**src/design/mbet_pkg.sv**
```systemverilog
// Shared types and constants for the master board election table.
package mbet_pkg;

    localparam int GROUP_SIZE = 4;
    localparam int IDX_W      = 2;
    localparam int CNT_W      = $clog2(GROUP_SIZE + 1);

    localparam logic [15:0] MARGIN_RESET = 16'd10;

    localparam logic [2:0] ROLE_BACKUP  = 3'd0;
    localparam logic [2:0] ROLE_MASTER  = 3'd1;
    localparam logic [2:0] ROLE_TOBE    = 3'd2;
    localparam logic [2:0] ROLE_OFFLINE = 3'd3;

    localparam logic [2:0] ADDR_MARGIN = 3'd0;

    typedef enum logic [1:0] {
        REQ_ADD    = 2'd0,
        REQ_SELECT = 2'd1,
        REQ_PROBE  = 2'd2,
        REQ_NONE   = 2'd3
    } t_req;

    typedef enum logic [2:0] {
        ST_UPDATED    = 3'd0,
        ST_ADDED      = 3'd1,
        ST_FULL       = 3'd2,
        ST_CHIEF      = 3'd3,
        ST_EMPTY      = 3'd4,
        ST_FOUND      = 3'd5,
        ST_NO_TIMEOUT = 3'd6
    } t_status;

    typedef enum logic [3:0] {
        OP_NONE,
        OP_CAPTURE,
        OP_NEXT,
        OP_UPDATE,
        OP_APPEND,
        OP_FULL,
        OP_EMPTY,
        OP_ELECT,
        OP_NEXT_PASS,
        OP_APPLY,
        OP_OFFLINE,
        OP_PASS_FLAG,
        OP_NO_TIMEOUT,
        OP_EMIT
    } t_op;

    typedef enum logic [2:0] {
        S_IDLE,
        S_DISPATCH,
        S_ADD,
        S_SEL,
        S_PROBE,
        S_RESULT
    } t_state;

    typedef struct packed {
        logic [1:0]  req_type;
        logic [7:0]  slot_id;
        logic [2:0]  slot_role;
        logic [31:0] uptime;
        logic        probe_flag;
        logic [1:0]  probe_start;
    } t_item;

    typedef struct packed {
        logic [2:0] status;
        logic [1:0] entry_index;
        logic [7:0] chief_slot;
        logic       election_pending;
    } t_result;

    typedef struct packed {
        t_op op;
    } t_cmd;

    typedef struct packed {
        t_req req;
        logic empty;
        logic full;
        logic at_end;
        logic hit;
        logic flag_set;
        logic have;
        logic pass_last;
        logic out_free;
    } t_sts;

endpackage

```
**src/design/mbet_in_if.sv**
```systemverilog
// Request channel: one beat carries one request item.
interface mbet_in_if;
    logic        valid;
    logic        ready;
    logic [1:0]  req_type;
    logic [7:0]  slot_id;
    logic [2:0]  slot_role;
    logic [31:0] uptime;
    logic        probe_flag;
    logic [1:0]  probe_start;

    modport source (
        output valid, req_type, slot_id, slot_role, uptime, probe_flag, probe_start,
        input  ready
    );
    modport sink (
        input  valid, req_type, slot_id, slot_role, uptime, probe_flag, probe_start,
        output ready
    );
endinterface

```
**src/design/mbet_out_if.sv**
```systemverilog
// Result channel: one beat carries one result item.
interface mbet_out_if;
    logic       valid;
    logic       ready;
    logic [2:0] status;
    logic [1:0] entry_index;
    logic [7:0] chief_slot;
    logic       election_pending;

    modport source (
        output valid, status, entry_index, chief_slot, election_pending,
        input  ready
    );
    modport sink (
        input  valid, status, entry_index, chief_slot, election_pending,
        output ready
    );
endinterface

```
**src/design/mbet_ctrl.sv**
```systemverilog
// Sequencer for add, select and probe walks over the member table.
module mbet_ctrl (
    input  logic          i_clk,
    input  logic          i_rst_n,
    input  logic          i_in_valid,
    input  mbet_pkg::t_sts i_sts,
    output logic          o_in_ready,
    output mbet_pkg::t_cmd o_cmd
);
    import mbet_pkg::*;

    t_state r_state;
    t_state n_state;

    always_ff @(posedge i_clk) begin
        if (!i_rst_n) begin
            r_state <= S_IDLE;
        end else begin
            r_state <= n_state;
        end
    end

    always_comb begin
        n_state = r_state;
        unique case (r_state)
            S_IDLE: begin
                if (i_in_valid) begin
                    n_state = S_DISPATCH;
                end
            end
            S_DISPATCH: begin
                unique case (i_sts.req)
                    REQ_ADD:    n_state = S_ADD;
                    REQ_SELECT: n_state = i_sts.empty ? S_RESULT : S_SEL;
                    REQ_PROBE:  n_state = S_PROBE;
                    REQ_NONE:   n_state = S_IDLE;
                endcase
            end
            S_ADD: begin
                if (i_sts.at_end || i_sts.hit) begin
                    n_state = S_RESULT;
                end
            end
            S_SEL: begin
                if (i_sts.at_end && (i_sts.have || i_sts.pass_last)) begin
                    n_state = S_RESULT;
                end
            end
            S_PROBE: begin
                if (i_sts.at_end || i_sts.flag_set) begin
                    n_state = S_RESULT;
                end
            end
            S_RESULT: begin
                if (i_sts.out_free) begin
                    n_state = S_IDLE;
                end
            end
            default: n_state = S_IDLE;
        endcase
    end

    always_comb begin
        o_cmd.op   = OP_NONE;
        o_in_ready = 1'b0;
        unique case (r_state)
            S_IDLE: begin
                o_in_ready = 1'b1;
                if (i_in_valid) begin
                    o_cmd.op = OP_CAPTURE;
                end
            end
            S_DISPATCH: begin
                if (i_sts.req == REQ_SELECT && i_sts.empty) begin
                    o_cmd.op = OP_EMPTY;
                end
            end
            S_ADD: begin
                priority if (i_sts.at_end) begin
                    o_cmd.op = i_sts.full ? OP_FULL : OP_APPEND;
                end else if (i_sts.hit) begin
                    o_cmd.op = OP_UPDATE;
                end else begin
                    o_cmd.op = OP_NEXT;
                end
            end
            S_SEL: begin
                priority if (i_sts.at_end && (i_sts.have || i_sts.pass_last)) begin
                    o_cmd.op = OP_APPLY;
                end else if (i_sts.at_end) begin
                    o_cmd.op = OP_NEXT_PASS;
                end else begin
                    o_cmd.op = OP_ELECT;
                end
            end
            S_PROBE: begin
                priority if (i_sts.at_end) begin
                    o_cmd.op = OP_NO_TIMEOUT;
                end else if (i_sts.flag_set) begin
                    o_cmd.op = OP_OFFLINE;
                end else begin
                    o_cmd.op = OP_PASS_FLAG;
                end
            end
            S_RESULT: begin
                if (i_sts.out_free) begin
                    o_cmd.op = OP_EMIT;
                end
            end
            default: o_cmd.op = OP_NONE;
        endcase
    end

endmodule

```
**src/design/mbet_dp.sv**
```systemverilog
// Member table, walk counters, election compare and result register.
module mbet_dp (
    input  logic             i_clk,
    input  logic             i_rst_n,
    input  mbet_pkg::t_cmd    i_cmd,
    input  mbet_pkg::t_item   i_item,
    input  logic [15:0]      i_margin,
    input  logic             i_out_ready,
    output mbet_pkg::t_sts    o_sts,
    output logic             o_out_valid,
    output mbet_pkg::t_result o_out
);
    import mbet_pkg::*;

    function automatic logic [2:0] pass_role(input logic [1:0] pass);
        logic [2:0] role;
        unique case (pass)
            2'd0:    role = ROLE_TOBE;
            2'd1:    role = ROLE_MASTER;
            default: role = ROLE_BACKUP;
        endcase
        return role;
    endfunction

    logic [7:0]  r_slot [GROUP_SIZE];
    logic [2:0]  r_role [GROUP_SIZE];
    logic [31:0] r_up   [GROUP_SIZE];
    logic        r_flag [GROUP_SIZE];

    t_item       r_item;
    logic [CNT_W-1:0] r_idx;
    logic [1:0]  r_pass;
    logic        r_have;
    logic [IDX_W-1:0] r_best;
    logic [31:0] r_best_up;
    logic [7:0]  r_best_slot;

    logic [CNT_W-1:0] r_count;
    logic        r_pending;
    logic [7:0]  r_chief_slot;
    t_status     r_res_status;
    logic [IDX_W-1:0] r_res_idx;
    logic        r_out_valid;
    t_result     r_out;

    logic [IDX_W-1:0] ix;
    logic [7:0]  cur_slot;
    logic [2:0]  cur_role;
    logic [31:0] cur_up;
    logic [32:0] best_limit;
    logic        role_match;
    logic        beats;
    logic [IDX_W-1:0] win_idx;
    logic [7:0]  win_slot;

    assign ix         = r_idx[IDX_W-1:0];
    assign cur_slot   = r_slot[ix];
    assign cur_role   = r_role[ix];
    assign cur_up     = r_up[ix];
    assign best_limit = {1'b0, r_best_up} + {17'b0, i_margin};
    assign role_match = (cur_role == pass_role(r_pass));
    assign beats      = ({1'b0, cur_up} > best_limit)
                     || (cur_up == r_best_up && cur_slot < r_best_slot);
    assign win_idx    = r_have ? r_best : '0;
    assign win_slot   = r_have ? r_best_slot : r_slot[0];

    always_comb begin
        o_sts.req       = t_req'(r_item.req_type);
        o_sts.empty     = (r_count == '0);
        o_sts.full      = (r_count == CNT_W'(GROUP_SIZE));
        o_sts.at_end    = (r_idx >= r_count);
        o_sts.hit       = (cur_slot == r_item.slot_id);
        o_sts.flag_set  = r_flag[ix];
        o_sts.have      = r_have;
        o_sts.pass_last = (r_pass == 2'd2);
        o_sts.out_free  = !r_out_valid || i_out_ready;
    end

    // table entries and walk registers
    always_ff @(posedge i_clk) begin
        unique case (i_cmd.op)
            OP_CAPTURE: begin
                r_item <= i_item;
                r_idx  <= (t_req'(i_item.req_type) == REQ_PROBE)
                        ? CNT_W'(i_item.probe_start) : '0;
                r_pass <= '0;
                r_have <= 1'b0;
            end
            OP_NEXT: r_idx <= r_idx + 1'b1;
            OP_UPDATE, OP_APPEND: begin
                if (i_cmd.op == OP_APPEND) begin
                    r_slot[ix] <= r_item.slot_id;
                end
                r_role[ix]   <= r_item.slot_role;
                r_up[ix]     <= r_item.uptime;
                r_flag[ix]   <= r_item.probe_flag;
                r_res_status <= (i_cmd.op == OP_APPEND) ? ST_ADDED : ST_UPDATED;
                r_res_idx    <= ix;
            end
            OP_FULL: begin
                r_res_status <= ST_FULL;
                r_res_idx    <= '0;
            end
            OP_EMPTY: begin
                r_res_status <= ST_EMPTY;
                r_res_idx    <= '0;
            end
            OP_ELECT: begin
                if (role_match && (!r_have || beats)) begin
                    r_best      <= ix;
                    r_best_up   <= cur_up;
                    r_best_slot <= cur_slot;
                    r_have      <= 1'b1;
                end
                r_idx <= r_idx + 1'b1;
            end
            OP_NEXT_PASS: begin
                r_pass <= r_pass + 1'b1;
                r_idx  <= '0;
            end
            OP_APPLY: begin
                for (int i = 0; i < GROUP_SIZE; i++) begin
                    if (CNT_W'(i) < r_count) begin
                        r_role[i] <= (IDX_W'(i) == win_idx) ? ROLE_MASTER : ROLE_BACKUP;
                    end
                end
                r_res_status <= ST_CHIEF;
                r_res_idx    <= win_idx;
            end
            OP_OFFLINE: begin
                r_role[ix]   <= ROLE_OFFLINE;
                r_res_status <= ST_FOUND;
                r_res_idx    <= ix;
            end
            OP_PASS_FLAG: begin
                r_flag[ix] <= 1'b1;
                r_idx      <= r_idx + 1'b1;
            end
            OP_NO_TIMEOUT: begin
                r_res_status <= ST_NO_TIMEOUT;
                r_res_idx    <= '0;
            end
            OP_EMIT: begin
                r_out.status           <= r_res_status;
                r_out.entry_index      <= r_res_idx;
                r_out.chief_slot       <= r_chief_slot;
                r_out.election_pending <= r_pending;
            end
            default: ;
        endcase
    end

    // control state
    always_ff @(posedge i_clk) begin
        if (!i_rst_n) begin
            r_count      <= '0;
            r_pending    <= 1'b0;
            r_chief_slot <= '0;
            r_out_valid  <= 1'b0;
        end else begin
            if (i_cmd.op == OP_APPEND) begin
                r_count   <= r_count + 1'b1;
                r_pending <= 1'b1;
            end
            if (i_cmd.op == OP_APPLY) begin
                r_chief_slot <= win_slot;
                r_pending    <= 1'b0;
            end
            if (i_cmd.op == OP_EMIT) begin
                r_out_valid <= 1'b1;
            end else if (i_out_ready) begin
                r_out_valid <= 1'b0;
            end
        end
    end

    assign o_out_valid = r_out_valid;
    assign o_out       = r_out;

`ifndef SYNTHESIS
    a_count_bound: assert property (@(posedge i_clk) disable iff (!i_rst_n)
        r_count <= CNT_W'(GROUP_SIZE))
        else $error("member count above group size");

    a_append_grows: assert property (@(posedge i_clk) disable iff (!i_rst_n)
        i_cmd.op == OP_APPEND |=> r_count == $past(r_count) + 1'b1 && r_pending)
        else $error("append did not grow the table");

    a_emit_free: assert property (@(posedge i_clk) disable iff (!i_rst_n)
        i_cmd.op == OP_EMIT |-> (!r_out_valid || i_out_ready))
        else $error("result overwritten while stalled");

    a_apply_clears: assert property (@(posedge i_clk) disable iff (!i_rst_n)
        i_cmd.op == OP_APPLY |=> !r_pending)
        else $error("pending mark left set after election");
`endif

endmodule

```
**src/design/master_board_election_table.sv**
```systemverilog
// Top level of the master board election table.
//
// Requests enter on i_in (valid/ready); each beat is add/update, select chief
// or timeout probe. Every request except the unused type gives one result
// beat on o_out with status, entry index, current chief slot and the
// election pending mark. The unused type is dropped without a result.
// uptime_margin sits at APB address 0 (reset 10); write it while idle.
// The block works on one request at a time, walking the four-entry table
// one entry per cycle in the sequencer:
//   add/update  dispatch, walk to the matching slot or the table end, emit
//   select      dispatch, up to three role passes of up to five steps (the
//               last step of a pass applying the winner once found), emit;
//               only dispatch and emit on an empty table
//   probe       dispatch, walk to a flagged entry or the table end, emit
// and the sequencer returns to idle before the next request is taken.
// Reset empties the table, clears the chief and pending mark; entry
// contents are not cleared. A stalled result is held in the output
// register; the next request is accepted and worked on meanwhile, and its
// result waits until the held beat is taken.
module master_board_election_table (
    input  logic        i_clk,
    input  logic        i_rst_n,
    mbet_in_if.sink     i_in,
    mbet_out_if.source  o_out,
    input  logic        psel,
    input  logic        penable,
    input  logic        pwrite,
    input  logic [2:0]  paddr,
    input  logic [31:0] pwdata,
    output logic [31:0] prdata,
    output logic        pready
);
    import mbet_pkg::*;

    logic [15:0] r_margin;
    t_cmd        cmd;
    t_sts        sts;
    t_item       item;
    t_result     res;
    logic        in_ready;
    logic        out_valid;

    always_ff @(posedge i_clk) begin
        if (!i_rst_n) begin
            r_margin <= MARGIN_RESET;
        end else if (psel && penable && pwrite && paddr == ADDR_MARGIN) begin
            r_margin <= pwdata[15:0];
        end
    end

    assign pready = 1'b1;
    assign prdata = (paddr == ADDR_MARGIN) ? {16'b0, r_margin} : 32'b0;

    assign item.req_type    = i_in.req_type;
    assign item.slot_id     = i_in.slot_id;
    assign item.slot_role   = i_in.slot_role;
    assign item.uptime      = i_in.uptime;
    assign item.probe_flag  = i_in.probe_flag;
    assign item.probe_start = i_in.probe_start;
    assign i_in.ready       = in_ready;

    mbet_ctrl u_ctrl (
        .i_clk      (i_clk),
        .i_rst_n    (i_rst_n),
        .i_in_valid (i_in.valid),
        .i_sts      (sts),
        .o_in_ready (in_ready),
        .o_cmd      (cmd)
    );

    mbet_dp u_dp (
        .i_clk       (i_clk),
        .i_rst_n     (i_rst_n),
        .i_cmd       (cmd),
        .i_item      (item),
        .i_margin    (r_margin),
        .i_out_ready (o_out.ready),
        .o_sts       (sts),
        .o_out_valid (out_valid),
        .o_out       (res)
    );

    assign o_out.valid            = out_valid;
    assign o_out.status           = res.status;
    assign o_out.entry_index      = res.entry_index;
    assign o_out.chief_slot       = res.chief_slot;
    assign o_out.election_pending = res.election_pending;

endmodule
```
**src/flat_wrapper.sv**
```systemverilog
// flat-port wrapper written by rule: the top's interface ports become plain ports
module master_board_election_table_flat import mbet_pkg::*;
  (i_clk, i_rst_n, psel, penable, pwrite, paddr, pwdata, prdata, pready, i_in_valid, i_in_req_type, i_in_slot_id, i_in_slot_role, i_in_uptime, i_in_probe_flag, i_in_probe_start, i_in_ready, o_out_valid, o_out_status, o_out_entry_index, o_out_chief_slot, o_out_election_pending, o_out_ready);
  mbet_in_if i_in_i ();
  mbet_out_if o_out_i ();
  input  logic i_clk;
  input  logic i_rst_n;
  input  logic psel;
  input  logic penable;
  input  logic pwrite;
  input  logic [2:0] paddr;
  input  logic [31:0] pwdata;
  output logic [31:0] prdata;
  output logic pready;
  input wire logic [$bits(i_in_i.valid)-1:0] i_in_valid;
  input wire logic [$bits(i_in_i.req_type)-1:0] i_in_req_type;
  input wire logic [$bits(i_in_i.slot_id)-1:0] i_in_slot_id;
  input wire logic [$bits(i_in_i.slot_role)-1:0] i_in_slot_role;
  input wire logic [$bits(i_in_i.uptime)-1:0] i_in_uptime;
  input wire logic [$bits(i_in_i.probe_flag)-1:0] i_in_probe_flag;
  input wire logic [$bits(i_in_i.probe_start)-1:0] i_in_probe_start;
  output wire logic [$bits(i_in_i.ready)-1:0] i_in_ready;
  output wire logic [$bits(o_out_i.valid)-1:0] o_out_valid;
  output wire logic [$bits(o_out_i.status)-1:0] o_out_status;
  output wire logic [$bits(o_out_i.entry_index)-1:0] o_out_entry_index;
  output wire logic [$bits(o_out_i.chief_slot)-1:0] o_out_chief_slot;
  output wire logic [$bits(o_out_i.election_pending)-1:0] o_out_election_pending;
  input wire logic [$bits(o_out_i.ready)-1:0] o_out_ready;
  assign i_in_i.valid = i_in_valid;
  assign i_in_i.req_type = i_in_req_type;
  assign i_in_i.slot_id = i_in_slot_id;
  assign i_in_i.slot_role = i_in_slot_role;
  assign i_in_i.uptime = i_in_uptime;
  assign i_in_i.probe_flag = i_in_probe_flag;
  assign i_in_i.probe_start = i_in_probe_start;
  assign i_in_ready = i_in_i.ready;
  assign o_out_valid = o_out_i.valid;
  assign o_out_status = o_out_i.status;
  assign o_out_entry_index = o_out_i.entry_index;
  assign o_out_chief_slot = o_out_i.chief_slot;
  assign o_out_election_pending = o_out_i.election_pending;
  assign o_out_i.ready = o_out_ready;
  master_board_election_table u_core (.i_clk(i_clk), .i_rst_n(i_rst_n), .i_in(i_in_i), .o_out(o_out_i), .psel(psel), .penable(penable), .pwrite(pwrite), .paddr(paddr), .pwdata(pwdata), .prdata(prdata), .pready(pready));
endmodule
```
**config.mk**
```make
export PLATFORM = sky130hd
export DESIGN_NAME = master_board_election_table_flat
export DESIGN_NICKNAME = d
export VERILOG_FILES = /design/src/design/mbet_pkg.sv /design/src/design/mbet_in_if.sv /design/src/design/mbet_out_if.sv /design/src/design/mbet_ctrl.sv /design/src/design/mbet_dp.sv /design/src/design/master_board_election_table.sv /design/src/flat_wrapper.sv
export SDC_FILE = /design/constraint.sdc
export NUM_CORES = 1
export LEC_CHECK = 0
export ABC_CLOCK_PERIOD_IN_PS = 7500
export BUFFER_PORTS_ARGS = -buffer_cell sky130_fd_sc_hd__clkbuf_2
export CAP_MARGIN = 20
export CORE_MARGIN = 2
export CORE_UTILIZATION = 35
export DETAILED_ROUTE_END_ITERATION = 16
export SKIP_CTS_REPAIR_TIMING = 1
export SYNTH_ARGS = -nofsm -noshare
export SYNTH_HDL_FRONTEND = slang
export SYNTH_HIERARCHICAL = 1
export SYNTH_SLANG_ARGS = --single-unit
export TNS_END_PERCENT = 20
```
**constraint.sdc**
```tcl
create_clock -name i_clk -period 7.5 [get_ports i_clk]
set_input_delay 1.875 -clock i_clk [delete_from_list [all_inputs] [get_ports i_clk]]
set_output_delay 1.875 -clock i_clk [all_outputs]
set_load 0.005 [all_outputs]
```
# Word level (Yosys, flattened, before mapping)
# Memories as Yosys holds them, arrays and structs flattened. A register that Yosys moved wholly into a read port is not among the register bits.
# Cells that the tools add are included.
# W data, S select, Z words.
dict set report totals {
  register_bits 145
  mem_bits_rw 176
  in_bits 90
  output_inout_bits 49
  word_cells 182
  mem_count 4
}
dict set report op_classes {
  n_addsub 4
  n_lt_le_gt_ge 7
  n_eq_ne 37
  n_mux 68
  bitwise_logic 3
  n_reduce_logical 36
}
# memory words word_bits rd rd_clocked_by_memory_dff write_ports line
set memory_table {}
lappend memory_table {u_core.u_dp.r_up 4 32 1 1 1 mbet_dp.sv:27} ;# logic [31:0] r_up [GROUP_SIZE];
lappend memory_table {u_core.u_dp.r_slot 4 8 2 1 1 mbet_dp.sv:25} ;# logic [7:0] r_slot [GROUP_SIZE];
lappend memory_table {u_core.u_dp.r_role 4 3 1 1 4 mbet_dp.sv:26} ;# logic [2:0] r_role [GROUP_SIZE];
lappend memory_table {u_core.u_dp.r_flag 4 1 1 1 1 mbet_dp.sv:28} ;# logic r_flag [GROUP_SIZE];
# cell n
set op_table {}
lappend op_table {{$mux W1} 36}
lappend op_table {{$pmux W3 S6} 2}
lappend op_table {{$add A32 B16 Y33} 1}
lappend op_table {{$gt A32 B33 Y1} 1}
lappend op_table {{$mux W3} 11}
lappend op_table {{$eq A32 B32 Y1} 1}
lappend op_table {{$eq A4 B4 Y1 const B} 6}
lappend op_table {{$pmux W4 S6} 1}
lappend op_table {{$eq A4 B3 Y1 const B} 4}
lappend op_table {{$mux W16} 1}
lappend op_table {{$mux W2} 7}
lappend op_table {{$mux W4} 3}
lappend op_table {{$pmux W3 S4} 1}
lappend op_table {{$reduce_or A3 Y1} 4}
lappend op_table {{$ne A2 B2 Y1 const B} 5}
lappend op_table {{$eq A3 B3 Y1 const B} 3}
lappend op_table {{$logic_not A3 Y1} 3}
lappend op_table {{$pmux W3 S3} 1}
lappend op_table {{$eq A2 B2 Y1 const B} 4}
lappend op_table {{$eq A4 B2 Y1 const B} 2}
lappend op_table {{$eq A8 B8 Y1} 1}
lappend op_table {{$lt A8 B8 Y1} 1}
lappend op_table {{$mux W8} 1}
lappend op_table {{$pmux W2 S2} 2}
lappend op_table {{other kinds (27)} 53}

# Logic depth before layout (Yosys ltp)
dict set report depth {
  word_depth 11
  ltp_mapped 22
  mapped_depth_nobuf 17
}

# Modules after synthesis
# Netlist, hierarchy kept.
# mod n_inst cells_per_inst area_each_um2 seq_area_each_um2
set modules_own_cells {}
lappend modules_own_cells {mbet_dp 1 927 13874.6 8918.6}
lappend modules_own_cells {master_board_election_table 1 108 927.1 320.3}
lappend modules_own_cells {mbet_ctrl 1 57 412.9 60.1}

# Worst setup path after synthesis
# Ideal clock, no wire load.
dict set report synth_path {
  kind {input to register}
  startpoint {in o_out_ready}
  endpoint {reg u_core.u_dp.r_best[0], enable pin}
  setup_ns 0.447
  arrival_ns 5.083
  required_ns 7.053
  setup_slack_ns 1.970
  path_stages 9
  path_buffers 1
  path_cell_list {nand2b_1 -> nand2b_1 -> a32o_1 -> buf_2 -> nand2b_1 -> nor2_1 -> nand2_1 -> a211o_1 -> o21ai_1}
}
# item line
set synth_rtl {}
lappend synth_rtl {{start, declared} flat_wrapper.sv:28} ;# input wire logic [$bits(o_out_i.ready)-1:0] o_out_ready;
lappend synth_rtl {{end signal, assigned} mbet_dp.sv:110} ;# r_best <= ix;
lappend synth_rtl {{end, declared} mbet_dp.sv:34} ;# logic [IDX_W-1:0] r_best;

# Worst setup path in the final report
dict set report layout_path {
  startpoint {reg u_core.u_dp.r_best_up[0]}
  endpoint {reg u_core.u_dp.r_best_up[18], enable pin}
}
dict set report layout_via {
  elab_chain_len 6
  elab_cells_between_ends 8
  cone_classes {add/sub: 1; order compare: 1; eq/ne: 1; reduce/logical: 5}
}
# item line
set layout_rtl {}
lappend layout_rtl {{start, declared} mbet_dp.sv:35} ;# logic [31:0] r_best_up;
lappend layout_rtl {{start signal, assigned} mbet_dp.sv:111} ;# r_best_up <= cur_up;
lappend layout_rtl {{$add A32 B16 Y33 / $eq A32 B32 Y1 (equally long branches)} {mbet_dp.sv:60, mbet_dp.sv:63}}
lappend layout_rtl {{$gt A32 B33 Y1 / $logic_and A1 B1 Y1 (equally long branches)} {mbet_dp.sv:62, mbet_dp.sv:63}}
lappend layout_rtl {{$logic_or A1 B1 Y1 *} mbet_dp.sv:63} ;# || (cur_up == r_best_up && cur_slot < r_best_slot);
lappend layout_rtl {{$logic_or A1 B1 Y1 *} mbet_dp.sv:109} ;# if (role_match && (!r_have || beats)) begin
lappend layout_rtl {{$logic_and A1 B1 Y1 *} mbet_dp.sv:109}
lappend layout_rtl {{$reduce_and A2 Y1 (no source line) *} -}
# Mark *: on every way between the ends. The rest lies on a longest branch, timed or not.
# A chain may end at the register's enable or synchronous reset.

==> reports/results.tsv <==
stage	metric	value	unit
synth	number_of_enable_type_register_cells_in_the_synthesized_netlist	283	
sta	finalSetupViolations	0	
setup_path	worst_setup_path_startpoint	u_core/u_dp/r_best_up[0]$_DFFE_PP_	
setup_path	cp-end-kind	flop	
synth	synth.ff_latch_count	323	
die	rows	76	
finish	fillerInstances	4006	
global_routing	grt_first_pass_wirelength	50100	um
clock_tree	cts_root_buf	sky130_fd_sc_hd__clkbuf_16	
global_routing	initial_antenna_violation_count	1	
detailed_routing	drc_errors	0	
detailed_routing	wire_per_inst	17.9	um
sta	final_min_period_over_clock_period	75.6	%
die	initial_utilization	35.4	%
die	die_area	45200	um^2
min_path	hp-class	reg -> reg	
clock_tree	clk_pin_slew	60	ps
synth	synth-seq-area-share	61.1	%
setup_path	critical_path_required	7680	ps
power_and_ir_drop	totalPowerFinal	0.00637	W
synth	avgSynthCellArea	13.9	um^2
setup_path	crit_type	reg -> reg	
detailed_routing	detailroute.via_count	8983	
placed_design	place.port_buffers	105	
die	die-width	212	um
clock_tree	clk_latency	540	ps
placed_design	dpl.cell_count	1750	
setup_path	worstReg2RegStart	u_core/u_dp/r_best_up[0]$_DFFE_PP_	
run	max_cap_viol_count	0	
global_routing	grt_overflow_total	0	
run_status	run_status	finished clean	
sta	grt_setup_unrepaired	no	
detailed_routing	drtAntennaViolNets	0	
sta	final_period_minus_worst_setup_slack	5670	ps
setup_path	crit_path_max_incr_delay	770	ps
finish	antenna_cells	0	
setup_path	critPathSlowestCell	sky130_fd_sc_hd__o31ai_2	
clock_tree	cts_num_sinks	323	
placed_design	place.detailed.hpwl	22700	um
clock_tree	h_tree_depth	2	
setup_path	worst-path-max-fanout	32	
detailed_routing	drt_iter0_drc	767	
finish	most_common_library_cell_in_the_layout_ignoring_fill_and_taps	sky130_fd_sc_hd__edfxtp_1	
clock_tree	number_of_buffers_created_by_cts	35	
clock_tree	tritoncts	yes	
detailed_routing	via_per_inst	4.95	
global_routing	first_global_vias	8957	
synth	synthesis.instances	1092	
placed_design	globalplace.congestion	0.846	
finish	fin_cells	1813	
power_and_ir_drop	power.density	367	nW/um^2
synth	dominantRegCellSynth	sky130_fd_sc_hd__edfxtp_1	
synth	ys_warn_count	6	
sta	fin_worst_skew	27.5	ps
power_and_ir_drop	power.static_leakage	6.41	nW
sta	timing_worst_slew_pin_value	1000	ps
detailed_routing	firstDrtPassIters	5	
sta	highest_clock_rate	176	MHz
min_path	hp-start	u_core/u_dp/r_res_status[2]$_DFFE_PP_	
clock_tree	clock_path_buffers	3	
setup_path	arrival	5850	ps
setup_path	path_cells	ha_1 > fa_1 > a211oi_1 > o211ai_1 > a2bb2oi_1 > o21ai_1 > o31ai_2 > nor3_1 > xnor2_1 > ha_1 > nand3_1 > nor4_1 > o41ai_1 > nand4_1 > o211ai_1 > o21ai_4 > buf_4	
setup_path	timing.critical_path.from_type	flop	
global_routing	pin_count_of_the_biggest_net_entering_global_routing	47	
synth	netlist_area	15200	um^2
die	core	43000	um^2
synth	yosysUniqueCellTypes	75	
finish	drive_above_1_share	19.3	%
sta	drv_slew	0	
sta	maxSlewHeadroom	33.2	%
die	die_y	212	um
finish	most-common-layout-cells	sky130_fd_sc_hd__edfxtp_1, sky130_fd_sc_hd__clkbuf_2, sky130_fd_sc_hd__nand2_1	
finish	layout-area-overhead-vs-synth	14.2	%
finish	fin_nets	1360	
synth	ys_async_sr_fraction	0	%
sta	final.setup.tns	0	ps
power_and_ir_drop	worst_vdd_drop	0.154	mV
sta	finalHoldViolations	0	
die	io_pins	139	
detailed_routing	routed_wirelength	32400	um
global_routing	track_usage	14.5	%
[worst max-delay path: cells and delay by family (launching register included)]
family | cells | cell delay [ps]
adders and majority gates | 3 | 990
xor gates and xnor gates | 1 | 170
AOI/OAI and AO/OA | 8 | 2290
and+or+nand+nor | 4 | 930
buffers and inverters | 1 | 490
DFF | 1 | 410
[state kept, by name, indices dropped and copies added (netlist names), 3 cells and up, named ones only]
signal	count
u_core/u_dp/r_slot	32
u_core/u_dp/r_item	44
u_core/u_dp/r_chief_slot	8
u_core/u_dp/r_flag	4
u_core/u_dp/r_role	12
u_core/u_dp/r_best_up	32
u_core/u_dp/r_idx	3
u_core/u_dp/r_count	3
u_core/u_dp/o_out	14
u_core/u_dp/r_best_slot	8
u_core/u_dp/r_res_status	3
u_core/r_margin	16
u_core/u_ctrl/r_state	3
u_core/u_dp/r_up	128
[path summary, 6_finish.rpt]
path                                              end  slack, ps  cells after the start
setup reg to reg  u_core/u_dp/r_best_up[18]$_DFFE_PP_       1830                     17
setup / recovery  u_core/u_dp/r_best_up[18]$_DFFE_PP_       1830                     17
hold / removal        u_core/u_dp/o_out[13]$_DFFE_PP_        430                      0
hold reg to reg       u_core/u_dp/o_out[13]$_DFFE_PP_        430                      0
[Yosys cell counts, drive strengths merged (8+ instances only)]
cell	instances	area share, %
nor3	13	0.50
o211ai	11	0.58
nor2	58	1.4
dfxtp	40	5.3
a21oi	42	1.4
mux2i	44	2.9
inv	34	0.84
nand2	74	1.8
clkbuf	16	0.39
mux4	34	5.1
and2	36	1.5
xnor2	45	2.6
nor2b	11	0.55
a31oi	8	0.33
a21o	18	0.89
edfxtp	283	56
nand4	18	0.74
nand3	23	0.76
buf	44	2.3
o211a	10	0.66
ha	67	5.5
xor2	28	1.6
o21ai	33	1.1
nand2b	16	0.66
[per-stage QoR]
stage / utilization (%) / hold slack, ps / cell area (um^2) / worst slack (ps)
floorplan: - / 400 / 15300 / 1970
CTS: 40.4 / 434 / 17400 / 1760
detailed placement: 37.8 / 414 / 16200 / 1780
finish: 40.4 / 431 / 17400 / 1830
global route: 40.4 / 446 / 17400 / 1440
global placement: 37.8 / 411 / 16200 / 1860
[area by class of cell]
cell class	instances	area (um^2)	area share (%)
clock buffers	47	981	5.65
multi-input cells	690	5440	31.3
flip-flops and latches	323	9300	53.5
well taps	585	732	4.21
repair buffers	118	623	3.59
clock inverters	16	165	0.950
inverters	34	128	0.734
[power breakdown]
part	internal [W]	switching, W
logic	0.000717	0.00111
clock network	0.000969	0.000719
registers	0.00257	0.000287
total	0.00426	0.00212
[routing by layer]
metal | track usage, % | part of all wire (%)
met5 | 0 | 0.025
met3 | 2.69 | 5.0
met1 | 20.2 | 47
met2 | 23.3 | 46
met4 | 4.20 | 1.8
[logic make-up (layout without fill, tap and decap cells)]
group                    Yosys count  count (layout)  synth area share [%]
multiplexers                      85              85                  8.50
XOR/XNOR                          73              73                  4.20
AND/OR/NAND/NOR                  280             280                  9.38
buffers and inverters             94             215                  3.54
adder cells (fa/ha/maj)           68              68                  5.64
other                              2              17                0.0494
flip-flops                       323             323                  61.1
AO/OA/AOI/OAI                    167             167                  7.57
No activity file was read; power rests on OpenSTA's default activity.
